===== src/rtl/lcdm_pkg.sv =====
// shared constants, types and register codes of the lens distortion coordinate map
package lcdm_pkg;

  localparam int COORD_W    = 16;
  localparam int COEF_W     = 16;
  localparam int SIZE_W     = 12;
  localparam int PIX_W      = 12;
  localparam int CFG_IDX_W  = 4;
  localparam int CFG_DATA_W = 16;

  // fraction bits of coordinates and of coefficients
  localparam int COORD_FRAC_BITS = 14;
  localparam int COEF_FRAC_BITS  = 12;

  // source image limit, clamp target is MAX_DIM-1
  localparam int MAX_DIM = 4096;

  localparam logic [SIZE_W-1:0] SIZE_RST = SIZE_W'(256);

  typedef enum logic [CFG_IDX_W-1:0] {
    CFG_K1          = 4'd0,
    CFG_K2          = 4'd1,
    CFG_P1          = 4'd2,
    CFG_P2          = 4'd3,
    CFG_HALF_WIDTH  = 4'd4,
    CFG_HALF_HEIGHT = 4'd5,
    CFG_CENTER_COL  = 4'd6,
    CFG_CENTER_ROW  = 4'd7
  } cfg_reg_e;

  typedef struct packed {
    logic signed [COEF_W-1:0] k1;
    logic signed [COEF_W-1:0] k2;
    logic signed [COEF_W-1:0] p1;
    logic signed [COEF_W-1:0] p2;
    logic [SIZE_W-1:0]        half_width;
    logic [SIZE_W-1:0]        half_height;
    logic [SIZE_W-1:0]        center_col;
    logic [SIZE_W-1:0]        center_row;
  } cfg_t;

  // radial factor and tangential offsets handed from the polynomial front end
  typedef struct packed {
    logic signed [COORD_W-1:0] x;
    logic signed [COORD_W-1:0] y;
    logic signed [27:0]        radial;
    logic signed [24:0]        tan_x;
    logic signed [24:0]        tan_y;
  } warp_t;

endpackage


===== src/rtl/lcdm_cfg.sv =====
// configuration register file
module lcdm_cfg (
  input  logic                            clk_i,
  input  logic                            rst_ni,
  input  logic                            cfg_we_i,
  input  logic [lcdm_pkg::CFG_IDX_W-1:0]  cfg_idx_i,
  input  logic [lcdm_pkg::CFG_DATA_W-1:0] cfg_wdata_i,
  output lcdm_pkg::cfg_t                  cfg_o
);
  import lcdm_pkg::*;

  cfg_t cfg_q, cfg_d;

  always_comb begin
    cfg_d = cfg_q;
    if (cfg_we_i) begin
      unique case (cfg_reg_e'(cfg_idx_i))
        CFG_K1:          cfg_d.k1          = $signed(cfg_wdata_i[COEF_W-1:0]);
        CFG_K2:          cfg_d.k2          = $signed(cfg_wdata_i[COEF_W-1:0]);
        CFG_P1:          cfg_d.p1          = $signed(cfg_wdata_i[COEF_W-1:0]);
        CFG_P2:          cfg_d.p2          = $signed(cfg_wdata_i[COEF_W-1:0]);
        CFG_HALF_WIDTH:  cfg_d.half_width  = cfg_wdata_i[SIZE_W-1:0];
        CFG_HALF_HEIGHT: cfg_d.half_height = cfg_wdata_i[SIZE_W-1:0];
        CFG_CENTER_COL:  cfg_d.center_col  = cfg_wdata_i[SIZE_W-1:0];
        CFG_CENTER_ROW:  cfg_d.center_row  = cfg_wdata_i[SIZE_W-1:0];
        default: ;
      endcase
    end
  end

  always_ff @(posedge clk_i or negedge rst_ni) begin
    if (!rst_ni) begin
      cfg_q.k1          <= '0;
      cfg_q.k2          <= '0;
      cfg_q.p1          <= '0;
      cfg_q.p2          <= '0;
      cfg_q.half_width  <= SIZE_RST;
      cfg_q.half_height <= SIZE_RST;
      cfg_q.center_col  <= SIZE_RST;
      cfg_q.center_row  <= SIZE_RST;
    end else begin
      cfg_q <= cfg_d;
    end
  end

  assign cfg_o = cfg_q;

endmodule


===== config.mk =====
export PLATFORM = sky130hd
export DESIGN_NAME = lcdm_cfg
export DESIGN_NICKNAME = d
export VERILOG_FILES = /design/src/rtl/lcdm_pkg.sv /design/src/rtl/lcdm_cfg.sv
export SDC_FILE = /design/constraint.sdc
export NUM_CORES = 1
export LEC_CHECK = 0
export ABC_AREA = 1
export BUFFER_PORTS_ARGS = -buffer_cell sky130_fd_sc_hd__buf_2
export CAP_MARGIN = 25
export CORE_UTILIZATION = 40
export DETAILED_ROUTE_END_ITERATION = 10
export PLACE_DENSITY = 0.66
export SYNTH_ARGS = -nofsm -noshare
export SYNTH_HDL_FRONTEND = slang
export SYNTH_SLANG_ARGS = --single-unit

===== constraint.sdc =====
create_clock -name clk_i -period 0.81 [get_ports clk_i]
set_input_delay 0.162 -clock clk_i [delete_from_list [all_inputs] [get_ports clk_i]]
set_output_delay 0.162 -clock clk_i [all_outputs]
set_load 0.005 [all_outputs]

# [Word-level counts from Yosys, hierarchy flattened]
# Index checks and enable logic that the tools add are counted.
[classes] eq_ne=7 reduce_logical=9
[op_table] cell="equality test 4 x 3 -> 1 bit (second input constant)" count=4
[op_table] cell="AND reduction 2 bit" count=8
[op_table] cell="equality test 4 x 2 -> 1 bit (second input constant)" count=2
[op_table] cell="equality test 4 x 1 -> 1 bit (second input constant)" count=1
[op_table] cell="zero test 4 bit" count=1
[word_totals] input_bits=23 register_bits=112 elab_cells=24 out_inout_bits=112

# [Logic depth before layout (Yosys ltp)]
[depth] word_depth=2 depth_mapped=7 mapped_depth_nobuf=5

# [Worst setup path before layout]
# No wires, ideal clock.
[synth_timing] kind="input to register" start="in cfg_we_i" end="reg cfg_q (netlist bit cfg_o[25])" n_path_buf=2 stages=7 required_ns=0.693 setup_slack_ns=-0.264 setup_time_ns=0.117 arrival_time_ns=0.957 cell_sequence="buf_4 > nand2_1 > nor2_4 > nand2_2 > buf_2 > nand2_1 > nand2_1"
[synth_between] elab_chain_cells=1
[synth_rtl] item="start: declaration" line="lcdm_cfg.sv:5" text="input logic cfg_we_i,"
[synth_rtl] item="AND reduction 2 bit (no line)"
[synth_rtl] item="end signal: assignment" line="lcdm_cfg.sv:42" text="cfg_q <= cfg_d;"
[synth_rtl] item="end: declaration" line="lcdm_cfg.sv:12" text="cfg_t cfg_q, cfg_d;"
# No other way between the ends.
# A chain may end at the register's enable or synchronous reset.

# [Final worst setup path]
[layout_timing] start="reg cfg_q (netlist bit cfg_o[44])" end="out cfg_o[44] (netlist bit)"
[layout_lines] item="end: declaration" line="lcdm_cfg.sv:8" text="output lcdm_pkg::cfg_t cfg_o"
# No word-level cell between the ends.

==> results.ini <==
[yosys]
synth_adder_area_share=0
synth_xor_area_frac=0
ys_seq_area_frac=0.5888
syn_nets=553
synth_top_family_by_area=simple AND/OR/NAND/NOR gates
synthTopCellsByArea=dfrtp_1 57%, nand2_1 21%, nand4_1 6.3%, buf_4 2.4%, dfstp_2 2.2%
synth_most_common_cell=nand2_1
synthMuxAreaShare=0
synth_edf_count=0
synthFlopType=dfrtp_1
synth_top_area_frac=0.5668
ys_types=22
synthSimpleGateAreaFrac=0.3227
ys_top_cells_by_count=263 x nand2_1, 108 x dfrtp_1, 48 x nand4_1
synthCells=530
yosys_warnings=0
async_reset_ff_frac=1.000
synthesis.area_mm2=0.004768
yosys.area.top_type=dfrtp_1
synth_compound_area_frac=0.01889
synth_seq_cells=112
syn_avg_cell_area_um2=8.997

[clock_tree]
clockBufferDepth=2
htreeDepth=3
cts_made_buffers=9
clk_pin_slew_worst_paths_ns=0.07
insertion_delay_ns=0.34
cts_tree=built
root_buffer=clkbuf_16
cts.sinks=112

[power_and_ir_drop]
peakVddDrop_mv=1.073
pwr-share-clk=0.268
power_density_mw_per_mm2=2428
seqPwrFrac=0.467
leakage_uw=0.003720
p_sw_uw=4564
pwr-share-comb=0.265
p_int_uw=11380
p_sw_frac=0.2862

[global_routing]
antenna_found_initial=0
grt_pass1_vias=3986
grtUsageTotal=0.2300
grt.overflow.total=0
grt_max_degree=32
grt_pass1_wl_um=21710

[critical_path]
regToRegEndpoint=cfg_o[8]$_DFFE_PN1P_
crit_start=cfg_o[44]$_DFFE_PN1P_
worstSetupStartpointType=flip-flop
rrSetupSlack_ns=-0.07
crit_slowest_cell=dfstp_2
crit_family=flip-flops
crit_path_end_kind=output pin
critPathArrivalTime_ns=0.99
critPathKind=reg2out
cp_slowest_stage_delay_ns=0.54
regToRegStartpoint=cfg_o[8]$_DFFE_PN1P_
worst-path-buf-inv=1
cp.required_ns=0.65
ff2ff_path_depth=4
critPathMaxFanout=2
worstPathCellList=buf_2

[outcome]
outcome=finished with violations
violations=design-rule violations, negative setup slack

[detailed_routing]
wl_per_cell_um=16.24
ant_nets=0
drcViolationCount=16
routed_wirelength_um=14160
routed_via_density=5.009
drt_iter0_drc=312
vias=4368
first_pass_iters=8

[sta]
fmax_mhz=868.1
setup_viol=120
rsz0062_at_grt=true
hold_viol=0
relSlewSlack=0.7885
slew_viol_final=0
finalWorstSetupSlack_ns=-0.3420
finalCritPeriodShare=1.422
clock_skew_ns=0
fin_tns_setup_ns=-24.17
worst_pin_slew_ns=0.3165
fin_crit_ns=1.152

[min_path]
holdPathEnd=cfg_o[95]$_DFFE_PN0P_
hold_start=cfg_wdata_i[15]
min_delay_path_depth=3
min_path_type=in2reg

[floorplanning]
start_util=0.4141
ios=135
die-area_mm2=0.01236
die_h_um=111.2
core-area_mm2=0.01152
dieWidth_um=111.2
num_rows=39

[layout]
utilization=0.5704
drive_gt1_frac=0.3704
stdcell_count=872
nets=747
area_delta_synth_final_pct=37.76
num_antenna_cells=0
design_area_mm2=0.006569
largest_reg_flops=112

[placement]
place_ws_ns=-0.3565
placedCellCount=791
finalWeightedCongestion=0.8161
dpl.hpwl_um=9324
portBuffers=134
detailed_place.area_mm2=0.005752

[run]
maxCapViolCount=0

cell usage in the layout, fill, tap and decap left out:
cell type	instances
nand3_1	16
inv_2	5
buf_6	5
clkinv_4	1
buf_4	75
dlygate4sd3_1	1
buf_2	132
inv_1	12
clkbuf_16	9
o21bai_1	12
clkbuf_1	1
buf_12	12
nor2_1	2
clkbuf_8	3
nand2_2	6
clkbuf_4	1
dfrtp_1	108
dfstp_2	4
nand4_1	48
nor2_8	1
nand3_4	6
clkinv_2	3
nor2_2	1
nor2_4	5
nand2_1	259
nand2_4	1
how the worst max path moves through the flow:
stage / to / slack, ns / cells past startpoint
2_1_floorplan: cfg_o[104]$_DFFE_PN0P_ / -0.18 / 6
3_3_place_gp: cfg_o[36]$_DFFE_PN0P_ / -0.32 / 5
3_5_place_dp: cfg_o[41]$_DFFE_PN0P_ / -0.36 / 5
4_1_cts: cfg_o[44] / -0.35 / 1
5_1_grt: cfg_o[44] / -0.36 / 1
6_report: cfg_o[44] / -0.34 / 1
repair_timing:
action / in CTS / in global routing
hold endpoints to repair: 84 / 0
endpoints found under the setup margin: 112 / 166
hold buffers: 1 / 0
buffers inserted: 36 / 31
cloned: 0 / 0
resized for setup: 0 / 13
pin swaps: 0 / 7
through the flow:
step | hold WS [ns] | total power (uW)
final | 0.1118 | 15950
after global routing | 0.1209 | 16810
after CTS | 0.09777 | 15580
after detailed placement | 0.06105 | 10790
after global placement | 0.06355 | 10680
after floorplan | -0.1336 | 8893
cells by family (layout without fill, tap and decap cells):
logic type,after synthesis,count (layout)
AO/OA/AOI/OAI,12,12
AND/OR/NAND/NOR,345,345
buffers and inverters,61,260
flip-flops,112,112
power groups by stage:
| stage | Combinational (uW) | Clock [uW] | Sequential (uW) |
|---|---|---|---|
| after floorplan | 1320 | 0 | 7580 |
| after global placement | 3160 | 0 | 7520 |
| after detailed placement | 3250 | 0 | 7540 |
| after CTS | 3820 | 4340 | 7420 |
| after global routing | 4680 | 4580 | 7540 |
| final | 4230 | 4280 | 7440 |
per-layer routing:
layer,part of all wire,up-vias,global-route usage
li1,-,2067,-
met1,0.45,2115,0.3240
met2,0.47,169,0.3583
met3,0.057,17,0.03718
met4,0.017,0,0.08468
met5,0,-,0
worst min-delay path, delay by kind of cell:
family / cells / cell delay (ns)
AND/OR/NAND/NOR: 2 / 0.13
buffers and inverters: 1 / 0.13
cell type report:
type | instances | area, um^2
fill | 1076 | 4947
sequential | 112 | 2808
timing repair buffer | 226 | 1538
clock inverter | 3 | 15.01
tap | 143 | 178.9
clock buffer | 13 | 270.3
inverter | 18 | 72.57
multi-input combinational | 357 | 1687
(Power assumes the default switching activity.)
