==> src/rtl/lcdm_pkg.sv <==
// shared constants, types and register codes of the lens distortion coordinate map
package lcdm_pkg;

  localparam int COORD_W    = 16;
  localparam int COEF_W     = 16;
  localparam int SIZE_W     = 12;
  localparam int PIX_W      = 12;
  localparam int CFG_IDX_W  = 4;
  localparam int CFG_DATA_W = 16;

  // fraction bits of coordinates and of coefficients
  localparam int COORD_FRAC_BITS = 14;
  localparam int COEF_FRAC_BITS  = 12;

  // source image limit, clamp target is MAX_DIM-1
  localparam int MAX_DIM = 4096;

  localparam logic [SIZE_W-1:0] SIZE_RST = SIZE_W'(256);

  typedef enum logic [CFG_IDX_W-1:0] {
    CFG_K1          = 4'd0,
    CFG_K2          = 4'd1,
    CFG_P1          = 4'd2,
    CFG_P2          = 4'd3,
    CFG_HALF_WIDTH  = 4'd4,
    CFG_HALF_HEIGHT = 4'd5,
    CFG_CENTER_COL  = 4'd6,
    CFG_CENTER_ROW  = 4'd7
  } cfg_reg_e;

  typedef struct packed {
    logic signed [COEF_W-1:0] k1;
    logic signed [COEF_W-1:0] k2;
    logic signed [COEF_W-1:0] p1;
    logic signed [COEF_W-1:0] p2;
    logic [SIZE_W-1:0]        half_width;
    logic [SIZE_W-1:0]        half_height;
    logic [SIZE_W-1:0]        center_col;
    logic [SIZE_W-1:0]        center_row;
  } cfg_t;

  // radial factor and tangential offsets handed from the polynomial front end
  typedef struct packed {
    logic signed [COORD_W-1:0] x;
    logic signed [COORD_W-1:0] y;
    logic signed [27:0]        radial;
    logic signed [24:0]        tan_x;
    logic signed [24:0]        tan_y;
  } warp_t;

endpackage

==> src/rtl/lcdm_place.sv <==
// back end: distorted position, scaling to pixels, clamp and output register
module lcdm_place (
  input  logic                         clk_i,
  input  logic                         rst_ni,
  input  logic                         in_valid_i,
  output logic                         in_ready_o,
  input  lcdm_pkg::warp_t              in_i,
  input  lcdm_pkg::cfg_t               cfg_i,
  output logic                         out_valid_o,
  input  logic                         out_ready_i,
  output logic [lcdm_pkg::PIX_W-1:0]   src_col_o,
  output logic [lcdm_pkg::PIX_W-1:0]   src_row_o,
  output logic                         in_range_o
);
  import lcdm_pkg::*;

  localparam int NSTG = 4;
  localparam logic signed [43:0] RND_M = 44'((1 << COORD_FRAC_BITS) - 1);
  localparam logic signed [44:0] RND_S = 45'((1 << COORD_FRAC_BITS) - 1);
  localparam logic signed [30:0] V_MAX = 31'(MAX_DIM - 1);

  logic [NSTG-1:0] v_q;
  logic [NSTG:0]   en;
  logic [NSTG-1:0] v_in;

  // stage f
  logic signed [43:0] mx_f_q, my_f_q;
  logic signed [24:0] tqx_f_q, tqy_f_q;
  // stage g
  logic signed [30:0] dx_g_q, dy_g_q;
  logic signed [43:0] mx_r, my_r;
  // stage h
  logic signed [43:0] px_h_q, py_h_q;
  // output register
  logic [PIX_W-1:0]   col_q, row_q;
  logic               inr_q;
  logic [PIX_W:0]     col_res, row_res;

  // add the centre, truncate toward zero, clamp; msb flags in range
  function automatic logic [PIX_W:0] to_pixel(logic signed [43:0] p,
                                              logic [SIZE_W-1:0] center);
    logic signed [44:0] s;
    logic signed [44:0] s_r;
    logic signed [30:0] v;
    logic [PIX_W:0]     res;
    s   = 45'(p) + 45'($signed({1'b0, center, {COORD_FRAC_BITS{1'b0}}}));
    s_r = s + (s[44] ? RND_S : 45'sd0);
    v   = 31'(s_r >>> COORD_FRAC_BITS);
    if (v < 31'sd0) begin
      res = '0;
    end else if (v > V_MAX) begin
      res = {1'b0, V_MAX[PIX_W-1:0]};
    end else begin
      res = {1'b1, v[PIX_W-1:0]};
    end
    return res;
  endfunction

  always_comb begin
    en[NSTG] = !v_q[NSTG-1] || out_ready_i;
    for (int k = NSTG - 1; k >= 0; k--) begin
      en[k] = !v_q[k] || en[k+1];
    end
  end

  assign v_in = {v_q[NSTG-2:0], in_valid_i};

  always_ff @(posedge clk_i or negedge rst_ni) begin
    if (!rst_ni) begin
      v_q <= '0;
    end else begin
      for (int k = 0; k < NSTG; k++) begin
        if (en[k]) v_q[k] <= v_in[k];
      end
    end
  end

  always_ff @(posedge clk_i) begin
    if (en[0]) begin
      mx_f_q  <= 44'($signed(in_i.x)) * 44'($signed(in_i.radial));
      my_f_q  <= 44'($signed(in_i.y)) * 44'($signed(in_i.radial));
      tqx_f_q <= in_i.tan_x;
      tqy_f_q <= in_i.tan_y;
    end
  end

  assign mx_r = mx_f_q + (mx_f_q[43] ? RND_M : 44'sd0);
  assign my_r = my_f_q + (my_f_q[43] ? RND_M : 44'sd0);

  always_ff @(posedge clk_i) begin
    if (en[1]) begin
      dx_g_q <= 31'(mx_r >>> COORD_FRAC_BITS) + 31'(tqx_f_q);
      dy_g_q <= 31'(my_r >>> COORD_FRAC_BITS) + 31'(tqy_f_q);
    end
  end

  always_ff @(posedge clk_i) begin
    if (en[2]) begin
      px_h_q <= 44'(dx_g_q) * 44'($signed({1'b0, cfg_i.half_width}));
      py_h_q <= 44'(dy_g_q) * 44'($signed({1'b0, cfg_i.half_height}));
    end
  end

  assign col_res = to_pixel(px_h_q, cfg_i.center_col);
  assign row_res = to_pixel(py_h_q, cfg_i.center_row);

  always_ff @(posedge clk_i) begin
    if (en[3]) begin
      col_q <= col_res[PIX_W-1:0];
      row_q <= row_res[PIX_W-1:0];
      inr_q <= col_res[PIX_W] & row_res[PIX_W];
    end
  end

  assign in_ready_o  = en[0];
  assign out_valid_o = v_q[NSTG-1];
  assign src_col_o   = col_q;
  assign src_row_o   = row_q;
  assign in_range_o  = inr_q;

endmodule
==> config.mk <==
export PLATFORM = sky130hd
export DESIGN_NAME = lcdm_place
export DESIGN_NICKNAME = d
export VERILOG_FILES = /design/src/rtl/lcdm_pkg.sv /design/src/rtl/lcdm_place.sv
export SDC_FILE = /design/constraint.sdc
export NUM_CORES = 2
export LEC_CHECK = 0
export BUFFER_PORTS_ARGS = -buffer_cell sky130_fd_sc_hd__buf_2
export CAP_MARGIN = 25
export CORE_UTILIZATION = 40
export CTS_CLUSTER_SIZE = 10
export DETAILED_ROUTE_END_ITERATION = 8
export HOLD_SLACK_MARGIN = 0.05
export SYNTH_ARGS = -nofsm -noshare
export SYNTH_HDL_FRONTEND = slang
export SYNTH_SLANG_ARGS = --single-unit
==> constraint.sdc <==
create_clock -name clk_i -period 6 [get_ports clk_i]
set_input_delay 0 -clock clk_i [delete_from_list [all_inputs] [get_ports clk_i]]
set_output_delay 0 -clock clk_i [all_outputs]
set_load 0.01 [all_outputs]
Yosys cells after proc, flatten, opt, wreduce, memory -nomap -nowiden
Index checks and enable logic that the tools add are counted.

Output and inout bits: 27. Logic and storage cells: 49. Bits of input ports: 226. Flip-flop bits (word level): 317.

$add $sub $neg: 8. Reduce and logical (&&, ||, !) cells: 9. Multipliers: 4. Bitwise operators: 1. Mux-type cells: 8. Magnitude comparators: 4.

Operators with widths (count): $add A44 B27 Y45 (2); $add A45 B15 Y45 (2); $add A44 B15 Y44 (2); $mul A16 B28 Y44 (2); $mul A31 B13 Y44 (2); $add A30 B25 Y31 (2); $gt A31 B13 Y1 const B (2); $lt A31 B1 Y1 const B (2); $mux W14 (4); $mux W13 (4); $logic_or A1 B1 Y1 (5); $logic_not A1 Y1 (4); $and A1 B1 Y1 (1).

Longest topological paths before layout
Depth after elaboration: 7. Depth in mapped cells: 27. Depth with buffers taken out: 26.

Worst setup path before layout
No wires, ideal clock.

Path kind: input to register. Start point: input port in_i[95] (netlist name). End point: register mx_f_q[42], data pin. Cell stages on the path: 27. Arrival: 6.425 ns. Setup slack: -0.683 ns. Path buffers: 2. Library setup time: 0.258 ns. Data required time: 5.742 ns. Cells stage by stage: clkbuf_1 clkbuf_1 nand2_1 fa_1 inv_1 fa_1 inv_1 fa_1 inv_1 fa_1 inv_1 fa_1 inv_1 fa_1 ha_1 o211ai_1 o21ai_0 a211oi_1 a21bo_2 a311oi_1 nor3_1 nor3_1 nor4_1 a2111oi_0 o31ai_1 a21oi_1 xnor2_1.

Longest elaborated chain between the ends: 1.

RTL lines: from (decl) (line lcdm_place.sv:7) `input lcdm_pkg::warp_t in_i,`; $mul A16 B28 Y44 (line lcdm_place.sv:80) `mx_f_q <= 44'($signed(in_i.x)) * 44'($signed(in_i.radial));`; to (signal assigned) (line lcdm_place.sv:80); to (decl) (line lcdm_place.sv:27) `logic signed [43:0] mx_f_q, my_f_q;`.

Every way passes these cells. A chain may end at the register's enable or synchronous reset.

Worst setup path after layout
Start point: register dy_g_q[11]. End point: register py_h_q[42], data pin.

Longest elaborated chain between the ends: 1.

RTL lines: from (decl) (line lcdm_place.sv:30) `logic signed [30:0] dx_g_q, dy_g_q;`; from (signal assigned) (line lcdm_place.sv:93) `dy_g_q <= 31'(my_r >>> COORD_FRAC_BITS) + 31'(tqy_f_q);`; $mul A31 B13 Y44 (line lcdm_place.sv:100) `py_h_q <= 44'(dy_g_q) * 44'($signed({1'b0, cfg_i.half_height}));`; to (signal assigned) (line lcdm_place.sv:100); to (decl) (line lcdm_place.sv:33) `logic signed [43:0] px_h_q, py_h_q;`.

Every way passes these cells.

==> metrics.md <==
| Metric | Value |
|---|---|
| Status | complete, but fails checks |
| Failing checks | setup timing |
| Max transition margin | 0.350 |
| Compound-gate portion of the synthesized area | 0.0674 |
| Max-cap violation count | 0 |
| Max clock buf depth | 3 |
| Post-Syn Area | 74500 um^2 |
| Cell count after synthesis | 7953 |
| Initial antenna violation count | 26 |
| Synth Area in XOR/XNOR | 0.0425 |
| Die Area | 188000 um^2 |
| Layout cells sized above 1 | 0.145 |
| Die Height | 434 um |
| Initial DRC Count | 2927 |
| Die X | 434 um |
| CTS tree | done |
| Port Buffers | 188 |
| Post-DP HPWL | 162000 um |
| Final hold viol count | 0 |
| Worst-path cell chain | nand2_2 -> fa_1 -> inv_1 -> fa_1 -> fa_1 -> inv_2 -> fa_1 -> inv_2 -> fa_1 -> ha_4 -> inv_2 -> or3_4 -> a211oi_4 -> nor3_2 -> o31ai_2 -> buf_4 -> o211ai_1 -> nand2_1 -> a21oi_4 -> o31ai_4 -> a311oi_1 -> xnor2_1 |
| Hold Crit Class | input port to register |
| Fraction of registers with async set/reset | 0.0126 |
| CP arrival | 6.43 ns |
| IO Pins | 253 |
| Post-synthesis mux area share | 0.00129 |
| CP endpoint kind | register |
| CP Buf/Inv Count | 5 |
| Clock Sinks | 317 |
| Initial Util | 0.402 |
| Via count | 55234 |
| Largest net degree at the start of global routing | 121 |
| FF+latch count, synth | 317 |
| Post-synth cell types | 97 |
| WL/cell | 16.8 um |
| H-tree levels | 2 |
| Synth Flop Type | edfxtp_1 |
| Clock slew at reported path FFs | 0.06 ns |
| ANT nets after route | 0 |
| Sequential-to-total area share from yosys stat | 0.127 |
| Clk_lat worst skew | 0.66 ns |
| P&R area growth vs syn | 16.6% |
| CP max-delay cell | edfxtp_1 |
| CTS Root Cell | clkbuf_16 |
| Fin crit period | 6.07 ns |
| Actual slew at the worst max-slew pin | 0.960 ns |
| CORE AREA | 185000 um^2 |
| Top post-synthesis cells by count | inv_1 (1675), fa_1 (1520), nand2_1 (1075), and2_1 (700), ha_1 (542) |
| Cell taking the most area after synthesis | fa_1 |
| RSZ-0062 raised after global routing | yes |
| Vias per cell | 4.93 |
| Final Skew | 0.0477 ns |
| Fin area | 86900 um^2 |
| Final number of setup-violating endpoints | 5 |
| Most frequent cell after synthesis | inv_1 |
| Main combinational cell family by area after synthesis | adder cells |
| Fmax | 165 MHz |
| Top post-synthesis cells by area | fa_1 (41%), edfxtp_1 (13%), ha_1 (9.1%), inv_1 (8.4%), and2_1 (5.9%) |
| Num CTS Buffers | 44 |
| R2R cell count | 22 |
| Syn_area_per_cell | 9.37 um^2 |
| Syn Nets | 10241 |
| Vias in the first global route | 59123 |
| Yosys warning total | 0 |
| Crit path max fanout | 7 |
| Final #Nets | 10978 |
| Critical path depth | 22 |
| Slowest stage delay, CP | 0.58 ns |
| Crit path kind | register to register |
| Worst hold path depth | 2 |
| CP startpoint kind | register |
| GRT Total Usage | 0.204 |
| WL final | 189000 um |
| Post-route worst setup slack | -0.0750 ns |
| CP delay by family, top | adder cells |
| DRT Pass-1 Iters | 8 |
| Synth Area in Adders | 0.499 |
| First-pass GRT wire length | 308000 um |
| Global route overflow | 0 |
| DRC viols | 0 |
| Most used cell, CP | fa_1 |
| Dpl cell area | 83000 um^2 |
| FP Rows | 158 |
| Critical Path RT | 6.36 ns |
| Post-Synth Simple-Gate Area | 0.159 |
| Final GP Congestion | 0.885 |
| EDFF count, synth | 313 |
| Max-slew violation count | 0 |
| Final period util | 1.01 |
| Area share of the largest cell type after synthesis | 0.408 |
| Core Util, Final | 0.469 |
-- layer usage --
layer | vias to the layer above | track usage | share of wire
li1 | 25770 | - | -
met1 | 28007 | 0.274 | 0.44
met2 | 1181 | 0.352 | 0.49
met3 | 266 | 0.0226 | 0.043
met4 | 10 | 0.0484 | 0.025
met5 | - | 0 | 0.00036
-- through the flow --
stage / cells / setup TNS, ns / setup slack, ns / hold slack (ns)
4_1_cts: 11170 / -1.27 / -0.268 / 0.0502
3_5_place_dp: 10985 / -17.09 / -0.717 / -0.191
6_report: 11207 / -0.200 / -0.0750 / 0.0851
5_1_grt: 11205 / -2.35 / -0.320 / 0.0776
3_3_place_gp: 10985 / -14.03 / -0.652 / -0.193
2_1_floorplan: 7953 / -35.38 / -0.255 / -0.296
-- kinds of logic (layout without fill, tap and decap cells) --
| group | count (synthesis) | in the layout |
|---|---|---|
| xor gates and xnor gates | 362 | 362 |
| DFF | 317 | 317 |
| other | 0 | 11 |
| adders and majority gates | 2063 | 2063 |
| buffers and inverters | 2014 | 2777 |
| and+or+nand+nor | 2418 | 2418 |
| AOI/OAI and AO/OA | 770 | 770 |
| muxes | 9 | 9 |
-- cell usage in the layout (no fill, tap or decap), types with 103 or more instances in the layout --
master	synthesis	routed
a21o_1	107	107
a21oi_1	244	221
and2_1	700	692
buf_2	2	182
buf_4	1	678
edfxtp_1	313	313
fa_1	1520	1496
ha_1	542	519
inv_1	1675	1651
nand2_1	1075	1050
nor2_1	206	203
o21ai_0	119	103
xnor2_1	273	269
-- final cells by class --
| class | count | area [um^2] |
|---|---|---|
| diodes | 11 | 27.5 |
| fillers | 17480 | 98400 |
| multi-input cells | 5622 | 58500 |
| clock inverters | 21 | 244 |
| inverters | 1676 | 6290 |
| repair buffers | 1029 | 8080 |
| flip-flops and latches | 317 | 9500 |
| clock buffers | 51 | 1130 |
| well taps | 2480 | 3100 |
-- final timing paths --
kind,start,slack [ns],endpoint
setup / recovery,dy_g_q[11]$_DFFE_PP_,-0.07,py_h_q[42]$_DFFE_PP_
hold / removal,in_i[7],0.09,tqy_f_q[7]$_DFFE_PP_
setup reg to reg,dy_g_q[11]$_DFFE_PP_,-0.07,py_h_q[42]$_DFFE_PP_
hold reg to reg,v_q[0]$_DFFE_PN0P_,0.46,v_q[1]$_DFFE_PN0P_
max in group asynchronous,rst_ni,5.53,v_q[1]$_DFFE_PN0P_
min in group asynchronous,rst_ni,0.29,v_q[0]$_DFFE_PN0P_
-- registers in the layout, indices dropped and copies added (netlist names) --
| register | flops |
|---|---|
| dx_g_q | 31 |
| dy_g_q | 31 |
| in_range_o | 1 |
| mx_f_q | 44 |
| my_f_q | 44 |
| px_h_q | 44 |
| py_h_q | 44 |
| src_col_o | 12 |
| src_row_o | 12 |
| tqx_f_q | 25 |
| tqy_f_q | 25 |
| v_q | 4 |
-- repair_timing --
item / CTS / global route
resized for setup: 62 / 221
setup endpoints to repair: 35 / 77
pin swaps: 44 / 117
hold buffers: 95 / 0
hold endpoints to repair: 65 / 0
setup buffers: 20 / 25
Power is left out: the tool's default activity adds up to more than one toggle a clock period on the data nets, which glitch-free logic cannot reach.
